--- src/sv/irfe_pkg.sv ---
// Package for the IR remote frame encoder.
// Holds payload structs, protocol codes, timing constants and the
// controller/datapath command and status structs. No dependencies.
`default_nettype none
package irfe_pkg;

  localparam int GapW   = 20;
  localparam int SecW   = 13;
  localparam int IdxW   = 6;

  localparam logic [1:0] PROTO_NEC = 2'd0;
  localparam logic [1:0] PROTO_RC5 = 2'd1;
  localparam logic [1:0] PROTO_RCA = 2'd2;

  localparam logic [GapW-1:0] GAP_RESET = 20'd100000;
  localparam logic [GapW-1:0] GAP_MAX   = 20'd1000000;

  localparam logic [GapW-1:0] NEC_LEAD_ON  = 20'd9000;
  localparam logic [SecW-1:0] NEC_LEAD_OFF = 13'd4500;
  localparam logic [GapW-1:0] RCA_LEAD_ON  = 20'd4000;
  localparam logic [SecW-1:0] RCA_LEAD_OFF = 13'd4000;
  localparam logic [GapW-1:0] MARK_US      = 20'd500;
  localparam logic [SecW-1:0] NEC_SP0      = 13'd500;
  localparam logic [SecW-1:0] NEC_SP1      = 13'd1620;
  localparam logic [SecW-1:0] RCA_SP0      = 13'd1000;
  localparam logic [SecW-1:0] RCA_SP1      = 13'd2000;
  localparam logic [GapW-1:0] RC5_HALF_A   = 20'd830;
  localparam logic [SecW-1:0] RC5_HALF_B   = 13'd830;

  // index of the gap symbol: leader(s) + data bits
  localparam logic [IdxW-1:0] NEC_LAST_IDX = 6'd33;
  localparam logic [IdxW-1:0] RC5_LAST_IDX = 6'd18;
  localparam logic [IdxW-1:0] RCA_LAST_IDX = 6'd25;
  localparam logic [IdxW-1:0] RC5_FIRST_BIT = 6'd2;
  localparam logic [IdxW-1:0] PD_FIRST_BIT  = 6'd1;

  typedef struct packed {
    logic [1:0]  cmd;
    logic [31:0] code;
  } in_item_t;

  typedef struct packed {
    logic            first_level;
    logic [GapW-1:0] first_us;
    logic [SecW-1:0] second_us;
    logic            last;
  } out_item_t;

  typedef struct packed {
    logic            load;
    logic            emit;
    logic [IdxW-1:0] sym_idx;
  } dp_cmd_t;

  typedef struct packed {
    logic            req_empty;
    logic            out_free;
    logic [IdxW-1:0] last_idx;
  } dp_status_t;

endpackage
`default_nettype wire

--- src/sv/irfe_ctrl.sv ---
// Controller for the IR remote frame encoder.
// Accepts a request, then steps the symbol index once per free output slot.
// Depends on irfe_pkg.
`default_nettype none
module irfe_ctrl (
  input  wire                   clk,
  input  wire                   rst,
  input  wire                   in_valid,
  output logic                  in_stall,
  input  irfe_pkg::dp_status_t  status,
  output irfe_pkg::dp_cmd_t     cmd
);
  import irfe_pkg::*;

  localparam logic ST_IDLE = 1'b0;
  localparam logic ST_RUN  = 1'b1;

  logic            state, state_next;
  logic [IdxW-1:0] idx, idx_next;

  always_comb begin
    state_next  = state;
    idx_next    = idx;
    cmd.load    = 1'b0;
    cmd.emit    = 1'b0;
    cmd.sym_idx = idx;
    in_stall    = (state != ST_IDLE);
    case (state)
      ST_IDLE: begin
        if (in_valid) begin
          cmd.load = 1'b1;
          idx_next = '0;
          if (!status.req_empty) begin
            state_next = ST_RUN;
          end
        end
      end
      ST_RUN: begin
        if (status.out_free) begin
          cmd.emit = 1'b1;
          idx_next = idx + 1'b1;
          if (idx == status.last_idx) begin
            state_next = ST_IDLE;
          end
        end
      end
      default: begin
        state_next = ST_IDLE;
      end
    endcase
  end

  always_ff @(posedge clk) begin
    if (rst) begin
      state <= ST_IDLE;
      idx   <= '0;
    end else begin
      state <= state_next;
      idx   <= idx_next;
    end
  end

endmodule
`default_nettype wire

--- src/sv/irfe_dp.sv ---
// Datapath for the IR remote frame encoder.
// Gap register, request latch with bit shifter, symbol builder, output register.
// Depends on irfe_pkg.
`default_nettype none
module irfe_dp (
  input  wire                   clk,
  input  wire                   rst,
  input  wire                   cfg_wen,
  input  wire [19:0]            cfg_wdata,
  input  irfe_pkg::in_item_t    in_data,
  output logic                  out_valid,
  input  wire                   out_stall,
  output irfe_pkg::out_item_t   out_data,
  input  irfe_pkg::dp_cmd_t     cmd,
  output irfe_pkg::dp_status_t  status
);
  import irfe_pkg::*;

  logic [GapW-1:0] gap_us;
  logic [GapW-1:0] gap_sat;
  logic [1:0]      proto;
  logic [31:0]     sh, sh_load;
  logic            lvl;
  logic            bit_cur;
  logic            is_bit;
  logic            is_gap;
  logic            is_lead;
  logic            req_empty;
  logic [IdxW-1:0] last_idx;
  out_item_t       sym;

  always_comb begin
    case (in_data.cmd)
      PROTO_NEC: begin
        req_empty = (in_data.code == 32'd0);
        sh_load   = in_data.code;
      end
      PROTO_RC5: begin
        req_empty = (in_data.code[15:0] == 16'd0);
        sh_load   = {16'd0, in_data.code[15:0]};
      end
      PROTO_RCA: begin
        req_empty = (in_data.code[23:0] == 24'd0);
        sh_load   = {in_data.code[23:0], 8'd0};
      end
      default: begin
        req_empty = 1'b1;
        sh_load   = in_data.code;
      end
    endcase
  end

  always_comb begin
    case (proto)
      PROTO_RC5: last_idx = RC5_LAST_IDX;
      PROTO_RCA: last_idx = RCA_LAST_IDX;
      default:   last_idx = NEC_LAST_IDX;
    endcase
  end

  assign status = '{req_empty: req_empty,
                    out_free:  (!out_valid || !out_stall),
                    last_idx:  last_idx};

  assign gap_sat = (gap_us > GAP_MAX) ? GAP_MAX : gap_us;
  assign is_gap  = (cmd.sym_idx == last_idx);
  assign is_lead = (proto == PROTO_RC5) ? (cmd.sym_idx < RC5_FIRST_BIT)
                                        : (cmd.sym_idx < PD_FIRST_BIT);
  assign is_bit  = !is_gap && !is_lead;
  assign bit_cur = (proto == PROTO_RC5) ? sh[0] : sh[31];

  always_comb begin
    sym.last        = 1'b0;
    sym.first_level = 1'b1;
    sym.first_us    = MARK_US;
    sym.second_us   = NEC_SP0;
    if (is_gap) begin
      sym.first_level = (proto == PROTO_RC5) ? ~lvl : 1'b0;
      sym.first_us    = gap_sat;
      sym.second_us   = '0;
      sym.last        = 1'b1;
    end else if (is_lead) begin
      case (proto)
        PROTO_RC5: begin
          sym.first_level = 1'b0;
          sym.first_us    = RC5_HALF_A;
          sym.second_us   = RC5_HALF_B;
        end
        PROTO_RCA: begin
          sym.first_us  = RCA_LEAD_ON;
          sym.second_us = RCA_LEAD_OFF;
        end
        default: begin
          sym.first_us  = NEC_LEAD_ON;
          sym.second_us = NEC_LEAD_OFF;
        end
      endcase
    end else begin
      case (proto)
        PROTO_RC5: begin
          sym.first_level = ~bit_cur;
          sym.first_us    = RC5_HALF_A;
          sym.second_us   = RC5_HALF_B;
        end
        PROTO_RCA: begin
          sym.second_us = bit_cur ? RCA_SP1 : RCA_SP0;
        end
        default: begin
          sym.second_us = bit_cur ? NEC_SP1 : NEC_SP0;
        end
      endcase
    end
  end

  always_ff @(posedge clk) begin
    if (rst) begin
      gap_us    <= GAP_RESET;
      out_valid <= 1'b0;
    end else begin
      if (cfg_wen) begin
        gap_us <= cfg_wdata;
      end
      if (cmd.emit) begin
        out_valid <= 1'b1;
      end else if (!out_stall) begin
        out_valid <= 1'b0;
      end
    end
  end

  always_ff @(posedge clk) begin
    if (cmd.load) begin
      proto <= in_data.cmd;
      sh    <= sh_load;
      lvl   <= 1'b0;
    end else if (cmd.emit && is_bit) begin
      lvl <= ~bit_cur;
      if (proto == PROTO_RC5) begin
        sh <= {1'b0, sh[31:1]};
      end else begin
        sh <= {sh[30:0], 1'b0};
      end
    end
    if (cmd.emit) begin
      out_data <= sym;
    end
  end

endmodule
`default_nettype wire

--- src/sv/ir_remote_frame_encoder.sv ---
// IR remote frame encoder, NEC / RC5-style / RCA.
// A frame request (protocol, code word) on the input channel becomes a run of
// symbols on the output channel: first level, first and second duration in us.
// Input: in_valid / in_stall / in_data. Output: out_valid / out_stall / out_data.
// Both channels move an item on a clock edge with valid high and stall low.
// cfg_wen / cfg_wdata write the inter-frame gap in us (reset 100000, capped at
// 1000000 on use); write it only while no frame is in flight.
// Each accepted request is latched; the controller then emits its symbols
// through a single output register, one symbol per cycle while the output
// register is free. A frame has 34 (NEC), 19 (RC5) or 26 (RCA) symbols, stepped
// by the symbol index counter in the controller; a new request is accepted only
// after the previous frame's last symbol has been emitted. in_stall stays high
// while a frame is running. A request whose used code bits are zero, or an unused
// protocol code, is accepted and produces nothing.
// When out_stall is high a valid output item holds and the controller waits.
// Reset (rst, synchronous) drops out_valid, idles the controller, restores gap.
// Depends on irfe_pkg, irfe_ctrl, irfe_dp.
`default_nettype none
module ir_remote_frame_encoder (
  input  wire                  clk,
  input  wire                  rst,
  input  wire                  cfg_wen,
  input  wire [19:0]           cfg_wdata,
  input  wire                  in_valid,
  output logic                 in_stall,
  input  irfe_pkg::in_item_t   in_data,
  output logic                 out_valid,
  input  wire                  out_stall,
  output irfe_pkg::out_item_t  out_data
);
  import irfe_pkg::*;

  dp_cmd_t    cmd;
  dp_status_t status;

  irfe_ctrl u_ctrl (
    .clk      (clk),
    .rst      (rst),
    .in_valid (in_valid),
    .in_stall (in_stall),
    .status   (status),
    .cmd      (cmd)
  );

  irfe_dp u_dp (
    .clk       (clk),
    .rst       (rst),
    .cfg_wen   (cfg_wen),
    .cfg_wdata (cfg_wdata),
    .in_data   (in_data),
    .out_valid (out_valid),
    .out_stall (out_stall),
    .out_data  (out_data),
    .cmd       (cmd),
    .status    (status)
  );

endmodule
`default_nettype wire

--- config.mk ---
export PLATFORM = sky130hd
export DESIGN_NAME = ir_remote_frame_encoder
export DESIGN_NICKNAME = d
export VERILOG_FILES = /design/src/sv/irfe_pkg.sv /design/src/sv/irfe_ctrl.sv /design/src/sv/irfe_dp.sv /design/src/sv/ir_remote_frame_encoder.sv
export SDC_FILE = /design/constraint.sdc
export NUM_CORES = 1
export LEC_CHECK = 0
export CORE_ASPECT_RATIO = 1.75
export CORE_MARGIN = 2
export CORE_UTILIZATION = 53
export CTS_BUF_LIST = sky130_fd_sc_hd__clkbuf_2
export CTS_CLUSTER_SIZE = 8
export DETAILED_ROUTE_END_ITERATION = 6
export DONT_BUFFER_PORTS = 1
export PLACE_DENSITY = 0.68
export SETUP_SLACK_MARGIN = 0.1
export SYNTH_ARGS = -nofsm -noshare
export SYNTH_HDL_FRONTEND = slang
export SYNTH_SLANG_ARGS = --single-unit
--- constraint.sdc ---
create_clock -name clk -period 3.7 [get_ports clk]
set_input_delay 0.74 -clock clk [delete_from_list [all_inputs] [get_ports clk]]
set_output_delay 0.74 -clock clk [all_outputs]
set_load 0.01 [all_outputs]
==> results_dict.tcl <==
set metrics [dict create \
    cap_violations 0 \
    power.switching_mw 0.617 \
    area_delta_synth_final_pct 3.85 \
    io_pins 96 \
    hold_ws_ns 0.193 \
    max_freq_mhz 425 \
    grt_pass1_vias 3416 \
    drt_drc_violations_left 0 \
    drt_iter0_drc 188 \
    synth_top_area_share 0.422 \
    ys_warn_count 0 \
    worstSkewPairLatency_ns 0.57 \
    fin_crit_ns 2.35 \
    drt_pre_antenna_iters 4 \
    grt-ovfl-total 0 \
    finalCritPeriodShare 0.636 \
    netlist_instances 411 \
    r2r_cells 7 \
    setup_viol 0 \
    yosys_register_bits 97 \
    fin_util 0.560 \
    relSlewSlack 0.403 \
    cts_root_buffer "clkbuf_2" \
    skew_ns 0.0233 \
    dpl_worst_slack_ns 1.24 \
    synth.distinct_cells 71 \
    ir_worst_vdd_mv 0.181 \
    p_int_mw 1.66 \
    cts-resized-gates 0 \
    placed_cell_area_mm2 0.00489 \
    cts_buffer_depth 2 \
    ant_nets 0 \
    cp.required_ns 3.95 \
    p_seq_frac 0.604 \
    io_buffers 0 \
    setup_tns_ns 0 \
    power_mw 2.28 \
    num_rows 46 \
    critPathCaptureType "flip-flop" \
    finalInstanceArea_mm2 0.00503 \
    cts_tree "built" \
    synth_common_cells "edfxtp_1, mux2i_1, nor2_1" \
    share_comb_of_total_power 0.143 \
    finalWirelength_mm 10.9 \
    clk_pin_slew_ns 0.26 \
    hpwl_mm 8.18 \
    die-area_mm2 0.00995 \
    grt_usage 0.223 \
    rsz0062_at_grt "false" \
    via_count 3287 \
    die_h_um 130 \
    drv_slew 0 \
    leakagePower_nw 1.82 \
    hold_depth 1 \
    hold_viol 0 \
    vias_per_cell 6.25 \
    n_antenna_cell 0 \
    worst_slew_pin_slew_ns 0.896 \
    crit_arrival_ns 2.61 \
    cp-start-kind "flip-flop" \
    postCtsSetupBuffers 0 \
    place_congestion 0.972 \
    h-tree-depth 3 \
    cts_buffers 9 \
    synth_edf_count 68 \
    synthFlopType "edfxtp_1" \
    grt_max_degree 42 \
    crit_fanout 32 \
    nets 469 \
    cts_hold_buf 0 \
    power_density_mw_per_mm2 453 \
    coreArea_mm2 0.00898 \
    final-instance-count-excl-fill 526 \
    fin_ws_ns 1.35 \
    yosysMostFrequentCell "edfxtp_1" \
    hold_path_class "input pin to flip-flop" \
    wl_per_cell_um 20.7 \
    layout-drive-gt1-share 0.113 \
    synth_area_leaders "edfxtp_1, dfxtp_1, mux2i_1, a21oi_1, nor2_1" \
    clock_power_share 0.253 \
    die_w_um 76.3 \
    syn-mean-instance-area_um2 11.8 \
    critPathKind "flip-flop to flip-flop" \
    status "finished, final reports clean" \
    antenna_found_initial 0 \
    synth-seq-area-share 0.542 \
    syn_area_mm2 0.00484 \
    grt_pass1_wl_mm 17.1 \
    synth_nets 479 \
    cts_num_sinks 97 \
    switching_share 0.271 \
    initial_core_util 0.539 \
    yosysTopAreaCell "edfxtp_1" \
    async_reset_ff_frac 0 \
    dp.cells 510 \
]
## cells in the final DEF (no fill, tap or decap), types with 2 or more instances in the layout
cell and n:
a22oi_1 2, bufinv_16 2, nand3_1 7, and3b_1 2, nor2b_1 2, a31oi_1 3
o21ai_1 2, ha_1 8, a31o_1 3, inv_1 12, a21oi_1 26, mux2i_1 52
dfxtp_1 29, nor3_1 5, a311o_1 2, nand2_1 24, o21ai_0 7, a221o_1 8
buf_4 5, nor2_1 33, o22ai_1 4, clkbuf_2 9, nand4_1 3, and3_1 9
a21o_1 3, clkinv_4 2, a221oi_1 14, edfxtp_1 68, a211oi_1 3, inv_2 2
a211oi_2 2, nor4_1 7, o21a_1 2, mux2_2 3, clkinv_2 2
## per-layer routing
metal | up-vias | wire, um | share of wire | global-route usage
met2 | 131 | 5980 | 0.55 | 0.417
li1 | 1547 | - | - | -
met5 | - | 0 | 0 | 0
met4 | 0 | 369 | 0.034 | 0.128
met1 | 1585 | 4000 | 0.37 | 0.228
met3 | 24 | 536 | 0.049 | 0.0488
## critical path, cell delays in order (launching register included)
cell and delay, ns:
edfxtp_1 0.42, inv_1 0.07, ha_1 0.43, and3b_1 0.27, o22ai_1 0.25, o211ai_2 0.14
nand2_1 0.09, buf_4 0.37
## cell families (layout without fill, tap and decap cells)
family / count (synthesis) / after routing / synth area share
and+or+nand+nor: 108 / 108 / 0.120
AOI/OAI and AO/OA: 98 / 98 / 0.155
DFF: 97 / 97 / 0.542
muxes: 55 / 55 / 0.114
buffers and inverters: 42 / 37 / 0.0426
adders and majority gates: 9 / 9 / 0.0233
other: 1 / 1 / 0.000774
xor gates and xnor gates: 1 / 1 / 0.00181
## area by class of cell
class                      count  area [um2]
multi-input combinational    272        2020
clock buffer                   9        45.0
sequential                    97        2620
timing repair buffer           5        37.5
tap                          120         150
clock inverter                 7        95.1
inverter                      16        62.6
fill                         830        3950
## worst paths after layout
path	endpoint	from	slack (ns)
max	u_dp.sh[11]	u_dp.proto[0]	1.35
min	u_dp.gap_us[19]	rst	0.19
max reg2reg	u_dp.sh[11]	u_dp.proto[0]	1.35
min reg2reg	u_dp.lvl	u_dp.lvl	0.48
## state kept, by name, indices dropped and copies added (netlist names)
name / cells
u_dp.proto: 2
u_dp.out_valid: 1
u_dp.gap_us: 20
u_ctrl.idx: 6
u_dp.sh: 32
u_ctrl.in_stall: 1
u_dp.out_data: 34
u_dp.lvl: 1
## power by group through the flow
stage | sequential (mW) | clock [mW] | combinational, mW
floorplan | 1.38 | 0 | 0.276
global placement | 1.40 | 0 | 0.318
detailed placement | 1.40 | 0 | 0.329
CTS | 1.38 | 0.587 | 0.329
global route | 1.39 | 0.625 | 0.363
finish | 1.37 | 0.575 | 0.326
No activity file was read; power rests on OpenSTA's default activity.
